File: src/rtl/awnp_pkg.sv
// Package with widths, constants and controller interface types of the normalize and prune block.
package awnp_pkg;

    localparam int SCORE_W     = 17;
    localparam int WEIGHT_W    = 32;
    localparam int PROD_W      = SCORE_W + WEIGHT_W;
    localparam int PRUNE_W     = 17;
    localparam int QUOT_W      = 17;
    localparam int FRAC_W      = 16;
    localparam int THRESH_W    = QUOT_W + PRUNE_W;
    localparam int COUNT_OUT_W = 7;
    localparam int DIV_CNT_W   = 5;

    localparam logic [PRUNE_W-1:0]   PRUNE_RESET = 17'd58982;
    localparam logic [DIV_CNT_W-1:0] DIV_LAST_STEP = DIV_CNT_W'(QUOT_W - 1);

    typedef struct packed {
        logic capture;
        logic mul;
        logic acc;
        logic div_max;
        logic thresh;
        logic rd;
        logic div_item;
        logic emit;
        logic pass;
        logic clear;
    } t_cmd;

    typedef struct packed {
        logic count_zero;
        logic in_last;
        logic div_done;
        logic item_last;
    } t_sts;

endpackage

File: src/rtl/awnp_ctrl.sv
// Controller state machine that sequences loading, normalization and result emission.
module awnp_ctrl (
    input  logic           i_clk,
    input  logic           i_rst_n,
    input  logic           i_start,
    input  logic           i_group_last,
    input  awnp_pkg::t_sts i_sts,
    output awnp_pkg::t_cmd o_cmd,
    output logic           o_busy
);
    import awnp_pkg::*;

    localparam logic [3:0] S_IDLE    = 4'd0;
    localparam logic [3:0] S_MUL     = 4'd1;
    localparam logic [3:0] S_ACC     = 4'd2;
    localparam logic [3:0] S_MAXDIV  = 4'd3;
    localparam logic [3:0] S_MAXWAIT = 4'd4;
    localparam logic [3:0] S_READ    = 4'd5;
    localparam logic [3:0] S_DIV     = 4'd6;
    localparam logic [3:0] S_WAIT    = 4'd7;

    logic [3:0] r_state;
    logic [3:0] n_state;

    always_ff @(posedge i_clk) begin
        if (!i_rst_n) begin
            r_state <= S_IDLE;
        end else begin
            r_state <= n_state;
        end
    end

    always_comb begin
        n_state = r_state;
        o_cmd   = '0;
        case (r_state)
            S_IDLE: begin
                if (i_start) begin
                    if (i_group_last && i_sts.count_zero) begin
                        o_cmd.pass = 1'b1;
                    end else begin
                        o_cmd.capture = 1'b1;
                        n_state = S_MUL;
                    end
                end
            end
            S_MUL: begin
                o_cmd.mul = 1'b1;
                n_state = S_ACC;
            end
            S_ACC: begin
                o_cmd.acc = 1'b1;
                n_state = i_sts.in_last ? S_MAXDIV : S_IDLE;
            end
            S_MAXDIV: begin
                o_cmd.div_max = 1'b1;
                n_state = S_MAXWAIT;
            end
            S_MAXWAIT: begin
                if (i_sts.div_done) begin
                    o_cmd.thresh = 1'b1;
                    n_state = S_READ;
                end
            end
            S_READ: begin
                o_cmd.rd = 1'b1;
                n_state = S_DIV;
            end
            S_DIV: begin
                o_cmd.div_item = 1'b1;
                n_state = S_WAIT;
            end
            S_WAIT: begin
                if (i_sts.div_done) begin
                    o_cmd.emit = 1'b1;
                    if (i_sts.item_last) begin
                        o_cmd.clear = 1'b1;
                        n_state = S_IDLE;
                    end else begin
                        n_state = S_READ;
                    end
                end
            end
            default: begin
                n_state = S_IDLE;
            end
        endcase
    end

    assign o_busy = (r_state != S_IDLE);

endmodule

File: config.mk
export PLATFORM = sky130hd
export DESIGN_NAME = awnp_ctrl
export DESIGN_NICKNAME = d
export VERILOG_FILES = /design/src/rtl/awnp_pkg.sv /design/src/rtl/awnp_ctrl.sv
export SDC_FILE = /design/constraint.sdc
export NUM_CORES = 1
export LEC_CHECK = 0
export BUFFER_PORTS_ARGS = -buffer_cell sky130_fd_sc_hd__buf_2
export CAP_MARGIN = 20
export CORE_AREA = 2 2 39 41
export DETAILED_ROUTE_END_ITERATION = 8
export DIE_AREA = 0 0 41 43
export PLACE_DENSITY = 0.52
export SYNTH_ARGS = -nofsm -noshare
export SYNTH_HDL_FRONTEND = slang
export SYNTH_SLANG_ARGS = --single-unit
File: constraint.sdc
create_clock -name i_clk -period 1.5 [get_ports i_clk]
set_clock_uncertainty 0.15 [all_clocks]
set_input_delay 0.3 -clock i_clk [delete_from_list [all_inputs] [get_ports i_clk]]
set_output_delay 0.3 -clock i_clk [all_outputs]
set_load 0.01 [all_outputs]
==> results by group <==
Timing
  – Final Hold Fails: 0
  – Hold slack: 0.106 ns
  – Slew @ Worst Pin: 0.248 ns
  – Fin crit share: 108%
  – RSZ-0062 raised after global routing: true
  – PnR worst setup slack: -0.117 ns
  – Slew HR: 83.4%
  – Minimum clock period: 1.62 ns
  – Setup tns final: -0.204 ns
  – Final setup violation count: 3
  – Max Slew Vio Count: 0
  – Achievable Freq: 619 MHz

Power
  – Combinational share of power: 40.6%
  – Internal power: 0.278 mW
  – Switching share of power: 33.4%
  – Max VDD drop: 427 uV
  – Pwr dens: 784 nW/um^2
  – Sw Pwr: 0.140 mW
  – Leakage: 0.268 nW
  – Clock share of power: 35.6%
  – Seq pwr share: 23.8%

Routing
  – Final ANT Viol Nets: 0
  – WL final: 928 um
  – Drt pass-1 iters: 4
  – DRC violations left: 0
  – DR vias: 379
  – Vias per Instance: 4.62
  – Initial DRC count: 7
  – Routed wire length per instance: 11.3 um

Critical path
  – R2r endpoint: r_state[1]
  – Crit path kind: reg -> out
  – Worst EP arrival: 1.17 ns
  – Critical Path RT: 1.05 ns
  – Critical path peak fanout: 4
  – Buf/Inv on CP: 1
  – CP Capture Type: output pin
  – Setup crit start kind: flip-flop
  – Worst R2R Start: r_state[2]
  – Highest cell delay on the worst timing path: 0.39 ns
  – Worst path slowest cell: or3_4
  – Worst Reg2Reg Path Length in Cells: 5
  – CP delay by family, top: simple AND/OR/NAND/NOR gates
  – R2R Setup Slk: 0.26 ns
  – CP Cell Sequence: or3_4, nor2_2, buf_2
  – Levels on crit path: 3

CTS
  – Worst-path clk slew: 0.04 ns
  – CTS tree: done
  – Root Driver: clkbuf_4
  – TritonCTS Buffers: 3
  – Clk buf depth: 2
  – CTS Sinks: 3
  – Worst skew pair latency: 0.24 ns
  – H-tree depth: 1

Die
  – DIE AREA: 1760 um^2
  – Chip height: 43 um
  – Site Rows: 14
  – CORE AREA: 1380 um^2
  – Die width: 41 um
  – Starting Density: 19.8%
  – Top Ports: 19

Layout
  – Number of inserted diodes: 0
  – Largest Register: r_state
  – Largest regs: r_state (3)
  – Fill cells: 151
  – Max reg flops: 3
  – Layout cell share with drive strength beyond 1: 71.2%
  – Layout Nets: 75
  – Finished Core Util: 38.5%
  – P&R area growth vs syn: 94.5%

GRT
  – Total GRT Usage: 11.6%
  – Largest net degree at the start of global routing: 10
  – Number of global-route vias before repair: 320
  – Grt total ovfl: 0
  – Initial antenna violation count: 0
  – Global-route wire length before repair: 1320 um

Synth
  – Synthesized area per cell: 7.41 um^2
  – Synth Register Bits: 3
  – Synth top area share: 21.9%
  – Netlist cell types: 22
  – Syn Inst Count: 37
  – Synth Warn #: 0
  – Syn Std Cell Area: 274 um^2
  – Top area cells in the synthesized netlist: dfxtp_1 22%, buf_6 8.2%, nand3b_4 7.3%
  – Area leader, netlist: dfxtp_1
  – Register area share after synthesis: 21.9%
  – Syn Nets: 45

Min path
  – Hold endpoint: r_state[2]
  – Hold Crit Start: i_sts[0]
  – Worst hold path depth: 2
  – Worst min path class: in -> reg

Place
  – HPWL Detailed: 565 um
  – Gp weighted congestion: 0.784
  – DP Worst Slack: 0.0821 ns
  – Buffers on Ports: 18

Outcome
  – Failing checks: setup timing
  – Outcome: complete, but fails checks

Job
  – Max Cap Violations: 0
-- repair_timing --
item                                   4_1_cts  5_1_grt
gates resized for setup                     10       12
endpoints found under the hold margin        0        0
hold buffers                                 0        0
pin swaps                                    4        2
setup endpoints to repair                    7       10
buffers inserted                             4        3
-- power groups by stage --
stage / Sequential, mW / Clock, mW / Combinational, mW
finish: 0.0993 / 0.149 / 0.170
global route: 0.100 / 0.165 / 0.185
CTS: 0.0969 / 0.156 / 0.153
detailed placement: 0.100 / 0 / 0.120
global placement: 0.0997 / 0 / 0.120
floorplan: 0.0938 / 0 / 0.0880
-- synthesized netlist by cell type, drive strengths merged --
cell / n
nand3b: 1
o21ai: 1
dfxtp: 3
o21a: 1
nand3: 1
and3: 2
nand2b: 1
buf: 3
nor3: 4
a311oi: 1
a21o: 1
o31ai: 1
or3: 1
and2: 1
a21oi: 2
inv: 2
nand2: 5
a31oi: 1
nor2: 5
-- cell families (layout without fill, tap and decap cells) --
group | after synthesis | in the layout | synth area share [%]
buffers and inverters | 5 | 34 | 13.7
AOI/OAI and AO/OA | 8 | 8 | 19.6
DFF | 3 | 3 | 21.9
and+or+nand+nor | 21 | 21 | 44.8
-- layout make-up --
type	count	area (um^2)	area share [%]
Tap cell	16	20.0	3.76
Clock buffer	4	26.3	4.93
Multi-Input combinational cell	29	215	40.4
Inverter	2	10.0	1.88
Timing Repair Buffer	28	193	36.2
Sequential cell	3	68.8	12.9
-- how the worst max path moves through the flow --
stage	slack, ns	end	from
6_report	-0.12	o_cmd[1]	r_state[0]
5_1_grt	-0.18	o_cmd[1]	r_state[0]
4_1_cts	-0.13	o_cmd[1]	r_state[2]
3_5_place_dp	0.08	o_cmd[0]	r_state[0]
3_3_place_gp	0.10	o_cmd[1]	r_state[0]
2_1_floorplan	0.07	o_cmd[0]	r_state[1]
-- per-layer routing --
metal / up-vias / global-route usage, % / wire length (um)
li1: 186 / - / -
met1: 169 / 14.1 / 382
met2: 20 / 15.0 / 439
met3: 4 / 4.71 / 88
met4: 0 / 10.0 / 17
met5: - / 0 / 0
-- cell usage in the layout (no fill, tap or decap), drive strengths merged --
cell type and n:
buf 28, nand2 5, nor2 5, nor3 4
clkbuf 4, dfxtp 3, and3 2, a21oi 2
inv 2, or3 1, nand3b 1, nand3 1
and2 1, a21o 1, nand2b 1, o21ai 1
o21a 1, o31ai 1, a31oi 1, a311oi 1
-- through the flow --
| step | total power, mW | area [um^2] | instances |
|---|---|---|---|
| 2_1_floorplan | 0.182 | 274 | 37 |
| 3_3_place_gp | 0.220 | 377 | 71 |
| 3_5_place_dp | 0.220 | 377 | 71 |
| 4_1_cts | 0.406 | 460 | 79 |
| 5_1_grt | 0.451 | 533 | 82 |
| 6_report | 0.418 | 533 | 82 |
No activity file was read; power rests on OpenSTA's default activity.
